--- src/rtl/core/lzd_pkg.sv ---
// ----------------------------------------------------------------------------
// lzd_pkg
// Types and constants shared by the LZSS decompressor modules.
// ----------------------------------------------------------------------------
package lzd_pkg;

  localparam int WINDOW_DEPTH_DEF = 4096;
  localparam int POS_W            = 12;
  localparam int LEN_W            = 4;
  localparam int CODE_W           = 16;
  localparam int CNT_W            = 5;
  localparam int LIMIT_W          = 32;
  localparam int QUEUE_DEPTH      = 2;
  localparam int QP_W             = $clog2(QUEUE_DEPTH);
  localparam int QC_W             = $clog2(QUEUE_DEPTH + 1);

  localparam logic [7:0]         FILL_BYTE    = 8'h20;
  localparam logic [CNT_W-1:0]   MIN_MATCH_M1 = CNT_W'(1);
  localparam logic [LIMIT_W-1:0] LIMIT_RESET  = '1;

  typedef enum logic [1:0] {
    PH_FLAG,
    PH_TOKEN,
    PH_LOW
  } phase_t;

  typedef enum logic [1:0] {
    CMD_NONE,
    CMD_LIT,
    CMD_MATCH
  } cmd_kind_t;

  typedef struct packed {
    cmd_kind_t         kind;
    logic [CODE_W-1:0] code;
    logic              last;
  } cmd_t;

  typedef enum logic [2:0] {
    BK_IDLE,
    BK_WRAP,
    BK_READ,
    BK_DATA,
    BK_LIT
  } back_state_t;

endpackage

--- src/rtl/core/lzd_queue.sv ---
// ----------------------------------------------------------------------------
// lzd_queue
// Short command FIFO between the parser and the copy engine.
// ----------------------------------------------------------------------------
module lzd_queue import lzd_pkg::*; (
  input  logic clk,
  input  logic rst_n,
  input  logic push,
  input  cmd_t push_cmd,
  output logic full,
  input  logic pop,
  output logic head_valid,
  output cmd_t head_cmd
);

  localparam logic [QP_W-1:0] LAST_SLOT = QP_W'(QUEUE_DEPTH - 1);
  localparam logic [QC_W-1:0] FULL_CNT  = QC_W'(QUEUE_DEPTH);

  cmd_t            mem_r [QUEUE_DEPTH];
  logic [QP_W-1:0] wr_ptr_r, wr_ptr_nxt;
  logic [QP_W-1:0] rd_ptr_r, rd_ptr_nxt;
  logic [QC_W-1:0] count_r, count_nxt;
  logic            do_push, do_pop;

  assign full       = (count_r == FULL_CNT);
  assign head_valid = (count_r != '0);
  assign head_cmd   = mem_r[rd_ptr_r];
  assign do_push    = push && !full;
  assign do_pop     = pop && head_valid;

  always_comb begin
    wr_ptr_nxt = wr_ptr_r;
    rd_ptr_nxt = rd_ptr_r;
    count_nxt  = count_r;
    if (do_push) begin
      wr_ptr_nxt = (wr_ptr_r == LAST_SLOT) ? '0 : wr_ptr_r + QP_W'(1);
    end
    if (do_pop) begin
      rd_ptr_nxt = (rd_ptr_r == LAST_SLOT) ? '0 : rd_ptr_r + QP_W'(1);
    end
    if (do_push && !do_pop) begin
      count_nxt = count_r + QC_W'(1);
    end else if (do_pop && !do_push) begin
      count_nxt = count_r - QC_W'(1);
    end
  end

  always_ff @(posedge clk) begin
    if (do_push) begin
      mem_r[wr_ptr_r] <= push_cmd;
    end
  end

  always_ff @(posedge clk) begin
    if (!rst_n) begin
      wr_ptr_r <= '0;
      rd_ptr_r <= '0;
      count_r  <= '0;
    end else begin
      wr_ptr_r <= wr_ptr_nxt;
      rd_ptr_r <= rd_ptr_nxt;
      count_r  <= count_nxt;
    end
  end

endmodule

--- config.mk ---
export PLATFORM = sky130hd
export DESIGN_NAME = lzd_queue
export DESIGN_NICKNAME = d
export VERILOG_FILES = /design/src/rtl/core/lzd_pkg.sv /design/src/rtl/core/lzd_queue.sv
export SDC_FILE = /design/constraint.sdc
export NUM_CORES = 1
export LEC_CHECK = 0
export BUFFER_PORTS_ARGS = -buffer_cell sky130_fd_sc_hd__buf_2
export CORE_MARGIN = 2
export CORE_UTILIZATION = 25
export DETAILED_ROUTE_END_ITERATION = 10
export HOLD_SLACK_MARGIN = 0.08
export PLACE_DENSITY = 0.47
export SLEW_MARGIN = 20
export SYNTH_ARGS = -nofsm -noshare
export SYNTH_HDL_FRONTEND = slang
export SYNTH_SLANG_ARGS = --single-unit
--- constraint.sdc ---
create_clock -name clk -period 3.8 [get_ports clk]
set_clock_uncertainty 0.1 [all_clocks]
set_input_delay 0.57 -clock clk [delete_from_list [all_inputs] [get_ports clk]]
set_output_delay 0.57 -clock clk [all_outputs]
set_load 0.005 [all_outputs]
==> flow_summary_export.csv <==
group,metric,value,unit
synthesis,ys_warn_count,0,
setup_path,path_max_fanout,19,
placement,place_hpwl,1960,um
setup_path,cp-start-kind,"flip-flop",
setup_path,crit_family,"flip-flops",
pwr,p_seq_share,50.5,%
finish,antenna_cells,0,
sta,post-route-min-period,2.40,ns
die,initial_utilization,25.6,%
setup_path,crit_arrival,1.73,ns
sta,fmax,0.417,GHz
synthesis,synth_fa_ha_area_share,0.780,%
sta,timing.final.crit_share,63.2,%
synthesis,synth_cell_types,22,
clocking,cts_tree,"built",
sta,rsz0062_at_grt,"false",
route,firstDrtPassIters,4,
synthesis,syn-cell-area,1600,sq um
die,dieArea,7070,sq um
synthesis,synth_cells,84,
finish,regArea,1240,sq um
synthesis,netlist_top_cells_area,"edfxtp_1, mux2_2, dfxtp_1, and2_1, xnor2_1",
synthesis,ys_ff_latch,43,
setup_path,end_kind,"output port",
die,fp.dieH,84.1,um
route,first_iter_violations,52,
die,ios,44,
setup_path,required,3.13,ns
die,core,6280,sq um
clocking,clk_transition_reported_paths,0.08,ns
synthesis,synthesis.nets,108,
run,cap_viol_max_count,0,
route,wl,2880,um
clocking,clock_latency,0.28,ns
clocking,holdBufCountCts,0,
setup_path,crit_chain,"mux2_2 -> buf_2",
finish,nFillCells,633,
pwr,sw_frac_of_total,25.2,%
pwr,p_leak,0.000754,uW
sta,relSlewSlack,33.5,%
global_routing,grt_pass1_wl,4420,um
finish,multi_input_area,349,sq um
finish,final_cell_area,2020,sq um
run_status,status,"complete, no violations",
clocking,cts-root-buf,"clkbuf_8",
clocking,h-tree-depth,2,
setup_path,r2r-start,"count_r[0]$_SDFFE_PN0P_",
setup_path,critPathSlowestCell,"dfxtp_1",
setup_path,critPathMaxStageDelay,0.89,ns
route,post_drt_wl_per_cell,13.7,um
clocking,cts_setup_buffers,0,
pwr,powerDensity,640,nW/um^2
global_routing,antenna_found_initial,0,
global_routing,grt_max_degree,21,
pwr,peakVddDrop,0.181,mV
synthesis,synth_compound_area_share,2.03,%
global_routing,grt_overflow,0,
finish,drive_gt1_share,53.4,%
placement,gp_congestion,0.701,
die,die_w,84.1,um
route,postRouteAntennaNets,0,
global_routing,grt_pass1_vias,907,
route,viasPerCell,4.01,
finish,nets,156,
sta,worst_pin_slew,0.994,ns
pwr,p_switching,325,uW
route,vias,842,
die,rows,29,
clocking,clockBufferDepth,2,
setup_path,critical_path_buf_inv_count,1,
synthesis,synthXorXnorAreaFrac,1.64,%
sta,setup_violations,0,
synthesis,muxShareOfSynthArea,13.3,%
sta,maxSlewViolCount,0,
finish,syn_to_final_growth,25.7,%
synthesis,synth_top_area_share,71.1,%
synthesis,synth_top_family_by_area,"multiplexers",
pwr,p_comb_share,23.3,%
clocking,cts_resized,0,
route,drc_errors,0,
sta,hold_viol,0,
synthesis,syn_avg_cell_area,19.1,sq um
synthesis,synth_seq_area_share,77.4,%
sta,final.setup.tns,0,ns
placement,placed_area,1910,sq um
synthesis,synth_top_area_cell,"edfxtp_1",
hold_path,min_path_type,"in -> reg",
pwr,clkPwrFrac,26.2,%
global_routing,grtUsageTotal,8.56,%
hold_path,hp-start,"push_cmd[18]",
clocking,cts.sinks,43,
pwr,p_int,965,uW
setup_path,path_class,"reg -> out",
placement,port_buffers,43,
clocking,numCtsBuffers,5,
synthesis,synthSimpleGateAreaFrac,3.59,%
## per-stage QoR
step	cells	setup slack (ns)	utilization [%]	total power [uW]	hold WS (ns)
global placement	202	1.68	30.4	963	0.395
finish	210	1.40	32.1	1290	0.367
detailed placement	202	1.64	30.4	975	0.433
global route	210	1.25	32.1	1370	0.351
CTS	210	1.32	32.1	1320	0.357
floorplan	84	1.85	-	842	0.379
## worst reg2reg max path: stages (launching register included)
cell and delay, ns:
dfxtp_1 0.41, nand2b_1 0.18, inv_2 0.07, nor3_4 0.75
## sequential cells by signal (all words and copies together), names as in the netlist, named ones only
| register | cells |
|---|---|
| mem_r | 38 |
| count_r | 2 |
| rd_ptr_r | 1 |
| wr_ptr_r | 1 |
## synthesized netlist by cell type
cell type	number
and2_1	3
or3_1	1
ha_1	1
a21boi_0	1
and3_1	1
inv_1	1
buf_4	1
mux2_2	19
o21ai_1	1
xnor2_1	2
buf_2	1
edfxtp_1	38
inv_2	1
dfxtp_1	5
nor2_1	1
nor3_2	1
or2_2	1
xor2_1	1
o21ai_0	1
nand2b_1	1
o21a_1	1
a21boi_1	1
## final cells by class
cell class / count / share of cell area [%]
clock inverters: 1 / 1.49
flip-flops and latches: 43 / 61.6
clock buffers: 7 / 3.79
repair buffers: 43 / 10.7
well taps: 77 / 4.78
multi-input cells: 37 / 17.3
inverters: 2 / 0.372
## cell usage in the layout (no fill, tap or decap), types with 2 or more instances in the layout
master	Yosys	final
buf_2	1	43
edfxtp_1	38	38
mux2_2	19	19
dfxtp_1	5	5
clkbuf_8	0	5
and2_1	3	3
xnor2_1	2	2
clkbuf_1	0	2
## per-layer routing
| metal | wire [um] | GRT usage [%] | vias up |
|---|---|---|---|
| met5 | 0 | 0 | - |
| met4 | 71 | 4.40 | 0 |
| met3 | 177 | 3.86 | 6 |
| met2 | 1470 | 14.5 | 28 |
| met1 | 1160 | 8.94 | 396 |
| li1 | - | - | 412 |
## power groups by stage
| stage | clock [uW] | sequential, uW | combinational, uW |
|---|---|---|---|
| finish | 338 | 651 | 300 |
| global route | 369 | 663 | 334 |
| CTS | 351 | 655 | 311 |
| detailed placement | 0 | 665 | 310 |
| global placement | 0 | 660 | 303 |
| floorplan | 0 | 626 | 215 |
## cell families after synthesis
kind of cell | Yosys count
adders and majority gates | 1
AOI/OAI and AO/OA | 5
buffers and inverters | 4
muxes | 19
and+or+nand+nor | 9
DFF | 43
xor gates and xnor gates | 3
## path summary, 6_finish.rpt
check	endpoint	slack [ns]	cells past startpoint
min reg2reg	count_r[1]$_SDFFE_PN0P_	0.43	2
max reg2reg	mem_r[0][16]$_DFFE_PP_	1.90	3
min	mem_r[0][18]$_DFFE_PP_	0.37	1
max	head_cmd[13]	1.40	2
Note: power is estimated with default switching activity, not from simulation.
