[config.mk]
export PLATFORM = sky130hd
export DESIGN_NAME = lzd_front
export DESIGN_NICKNAME = d
export VERILOG_FILES = /design/src/rtl/core/lzd_pkg.sv /design/src/rtl/core/lzd_front.sv
export SDC_FILE = /design/constraint.sdc
export NUM_CORES = 1
export LEC_CHECK = 0
export BUFFER_PORTS_ARGS = -buffer_cell sky130_fd_sc_hd__buf_2
export CAP_MARGIN = 20
export CELL_PAD_IN_SITES_DETAIL_PLACEMENT = 1
export CELL_PAD_IN_SITES_GLOBAL_PLACEMENT = 1
export CORE_MARGIN = 1
export CORE_UTILIZATION = 35
export CTS_BUF_LIST = sky130_fd_sc_hd__clkbuf_4 sky130_fd_sc_hd__clkbuf_8
export DETAILED_ROUTE_END_ITERATION = 6
export GPL_TIMING_DRIVEN = 0
export PLACE_DENSITY_LB_ADDON = 0.1
export RECOVER_POWER = 50
export SETUP_SLACK_MARGIN = 0.05
export SYNTH_ARGS = -nofsm -noshare
export SYNTH_HDL_FRONTEND = slang
export SYNTH_SLANG_ARGS = --single-unit
[constraint.sdc]
create_clock -name clk -period 3.04 [get_ports clk]
set_input_delay 0.608 -clock clk [delete_from_list [all_inputs] [get_ports clk]]
set_output_delay 0.608 -clock clk [all_outputs]
set_load 0.05 [all_outputs]
[src/rtl/core/lzd_pkg.sv]
// ----------------------------------------------------------------------------
// lzd_pkg
// Types and constants shared by the LZSS decompressor modules.
// ----------------------------------------------------------------------------
package lzd_pkg;

  localparam int WINDOW_DEPTH_DEF = 4096;
  localparam int POS_W            = 12;
  localparam int LEN_W            = 4;
  localparam int CODE_W           = 16;
  localparam int CNT_W            = 5;
  localparam int LIMIT_W          = 32;
  localparam int QUEUE_DEPTH      = 2;
  localparam int QP_W             = $clog2(QUEUE_DEPTH);
  localparam int QC_W             = $clog2(QUEUE_DEPTH + 1);

  localparam logic [7:0]         FILL_BYTE    = 8'h20;
  localparam logic [CNT_W-1:0]   MIN_MATCH_M1 = CNT_W'(1);
  localparam logic [LIMIT_W-1:0] LIMIT_RESET  = '1;

  typedef enum logic [1:0] {
    PH_FLAG,
    PH_TOKEN,
    PH_LOW
  } phase_t;

  typedef enum logic [1:0] {
    CMD_NONE,
    CMD_LIT,
    CMD_MATCH
  } cmd_kind_t;

  typedef struct packed {
    cmd_kind_t         kind;
    logic [CODE_W-1:0] code;
    logic              last;
  } cmd_t;

  typedef enum logic [2:0] {
    BK_IDLE,
    BK_WRAP,
    BK_READ,
    BK_DATA,
    BK_LIT
  } back_state_t;

endpackage

[src/rtl/core/lzd_front.sv]
// ----------------------------------------------------------------------------
// lzd_front
// Token parser: tracks flag bits and turns each input byte into a command.
// ----------------------------------------------------------------------------
module lzd_front import lzd_pkg::*; (
  input  logic       clk,
  input  logic       rst_n,
  input  logic       in_valid,
  output logic       in_stall,
  input  logic [7:0] in_byte,
  input  logic       in_last,
  input  logic       q_full,
  output logic       push,
  output cmd_t       push_cmd
);

  phase_t     phase_r, phase_nxt;
  logic [7:0] flags_r, flags_nxt;
  logic [2:0] idx_r, idx_nxt;
  logic [7:0] high_r, high_nxt;
  logic       accept;
  logic       bit_set;

  assign in_stall = q_full;
  assign accept   = in_valid && !q_full;
  assign push     = accept;
  assign bit_set  = flags_r[idx_r];

  // Next phase
  always_comb begin
    phase_nxt = phase_r;
    case (phase_r)
      PH_TOKEN: begin
        if (bit_set) begin
          phase_nxt = PH_LOW;
        end else begin
          phase_nxt = (idx_r == 3'd7) ? PH_FLAG : PH_TOKEN;
        end
      end
      PH_LOW: begin
        phase_nxt = (idx_r == 3'd7) ? PH_FLAG : PH_TOKEN;
      end
      default: begin
        phase_nxt = PH_TOKEN;
      end
    endcase
    if (in_last) begin
      phase_nxt = PH_FLAG;
    end
  end

  // Command and token bookkeeping
  always_comb begin
    flags_nxt     = flags_r;
    idx_nxt       = idx_r;
    high_nxt      = high_r;
    push_cmd.kind = CMD_NONE;
    push_cmd.code = {8'h00, in_byte};
    push_cmd.last = in_last;
    case (phase_r)
      PH_TOKEN: begin
        if (bit_set) begin
          high_nxt = in_byte;
        end else begin
          push_cmd.kind = CMD_LIT;
          idx_nxt       = idx_r + 3'd1;
        end
      end
      PH_LOW: begin
        push_cmd.kind = CMD_MATCH;
        push_cmd.code = {high_r, in_byte};
        idx_nxt       = idx_r + 3'd1;
      end
      default: begin
        flags_nxt = in_byte;
        idx_nxt   = 3'd0;
      end
    endcase
    // end of stream: start the next one clean
    if (in_last) begin
      flags_nxt = 8'h00;
      idx_nxt   = 3'd0;
      high_nxt  = 8'h00;
    end
  end

  always_ff @(posedge clk) begin
    if (!rst_n) begin
      phase_r <= PH_FLAG;
      flags_r <= 8'h00;
      idx_r   <= 3'd0;
      high_r  <= 8'h00;
    end else if (accept) begin
      phase_r <= phase_nxt;
      flags_r <= flags_nxt;
      idx_r   <= idx_nxt;
      high_r  <= high_nxt;
    end
  end

endmodule

==> key figures, run 1 <==
Status
  – Status: finished clean

Route
  – Vias: approximately 1000
  – Post-route DRC: 0
  – Routed WL: between 2 and 3 mm
  – Drt initial violations: 33
  – Antenna viol nets, final: 0
  – WL per Instance: 12.4 um
  – Drt via density: approximately 4.7
  – Drt pass-1 iters: 4

Yosys
  – Seq cells post-synth: 21
  – Post-Synthesis Cells: approximately 140
  – Syn Area/Cell: a little under 9 um^2
  – Simple-gate share of the synthesized area: roughly 28%
  – Seq/Total Area, Yosys: around a third
  – XOR/XNOR Fraction of Synth Area: 0%
  – Mux cell area share after synthesis: under 10%
  – Mapped Nets: ~160
  – Synth Area in Compound Gates: a little over an eighth
  – Post-synthesis adder-cell area fraction: 4.07%
  – Synth warn: 0
  – Syn Std Cell Area: around 1200 um^2
  – Main combinational cell family by area after synthesis: simple AND/OR/NAND/NOR gates
  – Yosys cell types: 30

Floorplanning
  – Die ar.: 3760 um^2
  – Core footprint: 3360 um^2
  – # IOs: 34
  – Initial Util: 36.6%
  – Die width: just over 60 um
  – DIE HEIGHT: 61.3 um
  – Row cnt: 21

Setup path
  – Critical Path Sink Type: output port
  – Crit path kind: reg -> out
  – Worst Path Arrival: 2.03 ns
  – CP Launch Type: flip-flop
  – CP bufs+invs: 2
  – CP max-delay cell: dfxtp_1
  – Crit path max fanout: 6
  – CP peak stage delay: between 0.3 and 0.4 ns
  – Worst path cell trace: buf_6 -> mux2_2 -> o22ai_1 -> or2_2 -> nand2_1 -> nor2_1 -> buf_2
  – Crit path max-delay family: buffers and inverters
  – Req. time, crit path: 2.43 ns

Layout
  – Share of cells above drive strength 1: about a quarter
  – # fillers: roughly 440
  – Post-layout util: between 40% and 50%
  – Antenna Diode Count: 0
  – Commonest cells after routing, fill and taps aside: buf_2, dfxtp_1, nand3_1, clkbuf_1, nor2b_1
  – Final nets: 194
  – Most common cell after layout, fill and taps aside: buf_2
  – Area growth, synth to finish: 19.3%
  – Final Non-Filler Cells: roughly 220

GRT
  – Total grt overflow: 0
  – GRT Util Overall: about 17%
  – First-pass GRT wire length: 4.48 mm
  – Antenna violations before repair: 0
  – Number of global-route vias before repair: about 1000
  – Largest net degree at the start of global routing: 13

Clocking
  – Root Driver: clkbuf_4
  – CTS Sinks: 21
  – Clock Path Buffers: 2
  – Post-CTS sizing: 0
  – H-tree depth: 1
  – CTS Hold Bufs: 0
  – Setup Buffers After CTS: 0
  – CTS buffer count: 3
  – Clk pin slew, worst setup/hold paths: about 0.13 ns
  – CTS tree: done
  – Clk_lat worst skew: 0.31 ns

Timing
  – Min Hold Slack: approximately 0.47 ns
  – RSZ-0062 raised after global routing: false
  – FMAX: about 380 MHz
  – Setup TNS: 0 ns
  – Slew HR: about 44%
  – Final Critical Period: between 2 and 3 ns
  – Clock Skews: roughly 0.004 ns
  – Setup violators final: 0
  – Tightest Pin Transition: approximately 0.83 ns
  – Fin crit share: 86.8%
  – Hold Fails Final Rpt: 0
  – Slew Limit Fails: 0

Placement
  – DP Cell Count: around 220
  – GP Congestion: 0.740
  – Port-buffer cells: 33
  – DP HPWL: ~2.2 mm

Power
  – Leak pwr: about 0.57 nW
  – P per Cell Area: 354 nW/um^2
  – Worst vdd ir: between 0.15 and 0.2 mV

Run
  – MaxCap Viol Count: 0

Hold path
  – Worst min-delay path class: reg -> reg
-- Yosys cell counts, drive strengths merged --
cell,count,area share (%)
dfxtp,21,34
nand3,16,6.5
nor2b,15,7.6
buf,12,7.9
and2,11,5.6
a21boi,9,5.5
mux2i,8,6.5
clkbuf,5,1.5
nand2,5,1.5
ha,4,4.1
inv,4,1.2
nand2b,4,2.0
nor2,4,1.2
mux2,3,3.0
o2bb2ai,3,2.1
nor3,2,0.81
o21ai,2,0.81
o41ai,2,1.4
a211oi,1,0.61
a22oi,1,0.61
a2bb2o,1,1.6
clkinv,1,0.30
nand3b,1,0.61
o22ai,1,0.51
or2,1,0.51
or3b,1,0.71
or4,1,0.91
-- metrics by stage --
step	cell area, um^2	total power, mW	setup slack (ns)
final	1470	0.520	0.402
after global routing	1470	0.547	0.271
after CTS	1480	0.529	0.378
after detailed placement	1450	0.385	0.735
after global placement	1450	0.383	0.734
after floorplan	1230	0.358	0.563
-- worst register-to-register path, delay by kind of cell (launching register included) --
kind	cells	cell delay (ns)
AOI/OAI and AO/OA	2	0.26
buffers and inverters	2	0.28
DFF	1	0.34
muxes	1	0.23
and+or+nand+nor	2	0.86
-- logic make-up after synthesis --
logic type | Yosys count
buffers and inverters | 22
flip-flops | 21
AND/OR/NAND/NOR | 61
adder cells (fa/ha/maj) | 4
AO/OA/AOI/OAI | 20
multiplexers | 11
-- flip-flops by register name, summed over array words and instances (netlist names) --
register and cells:
high_r 8, phase_r 2, flags_r 8, idx_r 3
-- final timing paths --
| path | start | endpoint | slack, ns | depth (start not counted) |
|---|---|---|---|---|
| worst min register to register | high_r[0] | high_r[0] | 0.47 | 2 |
| worst max-delay path | idx_r[0] | push_cmd[17] | 0.40 | 7 |
| worst min-delay path | high_r[0] | high_r[0] | 0.47 | 2 |
| worst max register to register | idx_r[0] | high_r[0] | 1.01 | 7 |
-- final cells by class --
cell class	instances	area (um^2)	share of cell area (%)
Inverter	5	18.8	1.28
Clock buffer	3	22.5	1.53
Clock inverter	1	5.00	0.341
Buffer	17	116	7.92
Multi-Input combinational cell	96	676	46.0
Timing Repair Buffer	33	153	10.4
Sequential cell	21	420	28.6
Tap cell	46	57.6	3.92
-- power breakdown --
| group | internal, mW | switching, mW |
|---|---|---|
| combinational | 0.0338 | 0.0603 |
| sequential | 0.279 | 0.00217 |
| clock | 0.0492 | 0.0953 |
| total | 0.362 | 0.158 |
-- per-layer routing --
layer | global-route usage (%) | part of all wire (%) | vias up
met5 | 0 | 0 | -
met4 | 7.47 | 1.6 | 0
met3 | 3.15 | 2.4 | 5
met2 | 26.4 | 48 | 19
met1 | 22.0 | 48 | 486
li1 | - | - | 538
Note: power is estimated with default switching activity, not from simulation.
==> run 2, diff against run 1 <==
- ABC_AREA: unset -> 1
==> key figures, run 2 <==
Clocking
  – Setup Buffers After CTS: 0 (unchanged)
  – Clock Path Buffers: 2 (unchanged)
  – CTS Hold Bufs: 0 (unchanged)
  – CTS Sinks: 21 (unchanged)
  – H-tree depth: 1 (unchanged)
  – Root Driver: clkbuf_4
  – CTS tree: done
  – CTS buffer count: 3 (unchanged)
  – Clk_lat worst skew: 0.30 ns (about the same)
  – Post-CTS sizing: 0 (unchanged)
  – Clk pin slew, worst setup/hold paths: 0.12 ns (about the same)

Timing
  – FMAX: 417 MHz (+10%)
  – Tightest Pin Transition: 0.709 ns (-0.124 ns)
  – Setup violators final: 0 (unchanged)
  – Slew HR: 52.8% (+8.5 points)
  – Fin crit share: 78.8% (-7.9 points)
  – RSZ-0062 raised after global routing: false
  – Setup TNS: 0 ns (unchanged)
  – Hold Fails Final Rpt: 0 (unchanged)
  – Final Critical Period: 2.40 ns (-0.242 ns)
  – Clock Skews: 0.000708 ns (-0.00337 ns)
  – Slew Limit Fails: 0 (unchanged)

Hold path
  – Worst min-delay path class: reg -> reg

GRT
  – GR Layer Usage met2: 30.7% (+4.3 points)
  – GRT busiest layer: met2
  – Total grt overflow: 0 (unchanged)
  – First-pass GRT wire length: 4.71 mm (+5.1%)
  – Antenna violations before repair: 0 (unchanged)
  – GRT met1 Usage: 21.3% (-0.72 points)
  – GRT Util Overall: 17.2% (+0.58 points)
  – Number of global-route vias before repair: 1077 (+9.7%)
  – Largest net degree at the start of global routing: 12 (-1)
  – Met3 Usage GRT: 2.52% (-0.63 points)

Power
  – Leak pwr: 0.753 nW (+31%)
  – P per Cell Area: 393 nW/um^2 (+11%)
  – Clock power share: 26.0% (-1.8 points)
  – Sw Ratio: 30.8% (+0.46 points)
  – Worst vdd ir: 0.165 mV (-13%)
  – P_int: 387 uW (+6.8%)
  – Pwr Total: 559 uW (+7.5%)
  – Combinational share of power: 21.1% (+3.0 points)
  – Sequential cell fraction of total power: 52.9% (-1.2 points)
  – Psw: 172 uW (+9.1%)

Route
  – Antenna viol nets, final: 0 (unchanged)
  – Vias: 1167 (+11%)
  – Drt pass-1 iters: 4 (unchanged)
  – Routed WL: 2.97 mm (+7.9%)
  – Drt initial violations: 28 (-15%)
  – Post-route DRC: 0 (unchanged)
  – Drt via density: 4.47 (-5.3%)
  – WL per Instance: 11.4 um (-8.2%)

Floorplanning
  – DIE HEIGHT: 61.4 um (about the same)
  – Die ar.: 3770 um^2 (+0.20%)
  – # IOs: 34 (unchanged)
  – Core footprint: 3360 um^2 (unchanged)
  – Row cnt: 21 (unchanged)
  – Initial Util: 36.7% (+0.074 points)
  – Die width: 61.4 um (about the same)

Placement
  – Port-buffer cells: 33 (unchanged)
  – DP HPWL: 2.39 mm (+9.1%)
  – GP Congestion: 0.784 (+6.0%)

Setup path
  – CP bufs+invs: 3 (+1)
  – Register-to-register setup slack: 0.95 ns (-0.06 ns)
  – Worst Path Arrival: 1.79 ns (-0.24 ns)
  – Crit path max fanout: 7 (+1)
  – Worst path cell trace: inv_1 -> nand2_1 -> nand3_1 -> nand3_1 -> nand2_1 -> inv_1 -> nor3_1 -> buf_2
  – CP peak stage delay: 0.39 ns (+0.02 ns)
  – Crit path kind: reg -> out
  – Critical Path Sink Type: output port
  – Req. time, crit path: 2.43 ns (about the same)
  – Crit path max-delay family: simple AND/OR/NAND/NOR gates
  – CP max-delay cell: dfxtp_1
  – CP Launch Type: flip-flop

Yosys
  – Post-synth top cells: nand2_1, inv_1, dfxtp_1
  – Syn Std Cell Area: 1230 um^2 (+0.20%)
  – Seq cells post-synth: 21 (unchanged)
  – Post-synthesis async set-or-reset flop share: 0% (unchanged)
  – Most frequently used flop master after synthesis: dfxtp_1
  – Synth warn: 0 (unchanged)
  – Post-synth EDFFs: 0 (unchanged)
  – Count leader, synth: nand2_1
  – Synth Area in Compound Gates: 13.5% (+0.28 points)
  – Largest area contributor in the netlist: dfxtp_1
  – Simple-gate share of the synthesized area: 29.4% (+1.4 points)
  – Syn Area/Cell: 6.93 um^2 (-22%)
  – XOR/XNOR Fraction of Synth Area: 0% (unchanged)
  – Seq/Total Area, Yosys: 34.1% (-0.069 points)
  – Yosys cell types: 23 (-23%)
  – Mapped Nets: 195 (+25%)
  – Synth area leaders: dfxtp_1, nand2_1, inv_1
  – Main combinational cell family by area after synthesis: simple AND/OR/NAND/NOR gates
  – Area share of the largest cell type after synthesis: 34.1% (-0.069 points)
  – Post-Synthesis Cells: 178 (+28%)
  – Mux cell area share after synthesis: 0% (-9.6 points)
  – Post-synthesis adder-cell area fraction: 4.06% (-0.0082 points)

Layout
  – Share of cells above drive strength 1: 25.1% (-0.45 points)
  – Top flop regs: flags_r x8, high_r x8, idx_r x3
  – Commonest cells after routing, fill and taps aside: nand2_1, inv_1, buf_2, dfxtp_1, nor2_1
  – Most common cell after layout, fill and taps aside: nand2_1
  – Final nets: 233 (+20%)
  – Antenna Diode Count: 0 (unchanged)
  – Area growth, synth to finish: 15.4%

Status
  – Status: finished clean

Run
  – MaxCap Viol Count: 0 (unchanged)
==> run 2: changes by cell type after synthesis, moves of 7 or more <==
cell and delta:
and2_1 -11, a21boi_0 -8, nand2_1 +33, mux2i_1 -8, nor2_1 +12, a21oi_1 +11, o21ai_0 +9, nand3_1 -7
inv_1 +30, nor2b_1 -15
==> run 2: per-stage QoR <==
step / util, % / setup WS, ns / hold slack (ns) / cells / area (um^2)
3_5_place_dp: 43.3 / 1.07 / 0.460 / 257 / 1460
5_1_grt: 42.3 / 0.442 / 0.500 / 261 / 1420
2_1_floorplan: - / 0.586 / 0.429 / 178 / 1230
6_report: 42.3 / 0.643 / 0.468 / 261 / 1420
4_1_cts: 44.2 / 0.702 / 0.479 / 261 / 1490
3_3_place_gp: 43.3 / 1.14 / 0.444 / 257 / 1460
==> run 2: metal layers <==
layer	up-vias	part of all wire (%)
li1	609	-
met1	534	47
met2	19	49
met3	5	2.3
met4	0	1.3
met5	-	0
==> run 2: final timing paths <==
| check | endpoint | depth (start not counted) | start |
|---|---|---|---|
| setup / recovery | push_cmd[17] | 8 | idx_r[0] |
| setup reg to reg | high_r[7] | 10 | idx_r[0] |
| hold / removal | flags_r[3] | 2 | flags_r[3] |
| hold reg to reg | flags_r[3] | 2 | flags_r[3] |
==> run 2: power by group through the flow <==
stage	sequential [mW]	combinational [mW]	clock (mW)
6_report	0.296	0.118	0.145
5_1_grt	0.298	0.132	0.164
4_1_cts	0.296	0.129	0.152
3_5_place_dp	0.302	0.129	0
3_3_place_gp	0.301	0.125	0
2_1_floorplan	0.300	0.0965	0
==> run 2: logic make-up (layout without fill, tap and decap cells) <==
kind of cell,after synthesis,after routing
AO/OA/AOI/OAI,28,28
adder cells (fa/ha/maj),4,4
buffers and inverters,50,87
flip-flops,21,21
AND/OR/NAND/NOR,75,75
==> run 2: final cells by class <==
| class | count | area [um^2] |
|---|---|---|
| Fill cell | 471 | 1940 |
| Multi-Input combinational cell | 107 | 526 |
| Sequential cell | 21 | 420 |
| Timing Repair Buffer | 33 | 160 |
| Inverter | 38 | 146 |
| Buffer | 12 | 83.8 |
| Tap cell | 46 | 57.6 |
| Clock buffer | 4 | 30.0 |
==> run 2: worst min-delay path, stage by stage, from the launching register on <==
cell and delay (ns):
dfxtp_1 0.32, inv_1 0.06, a21oi_1 0.06
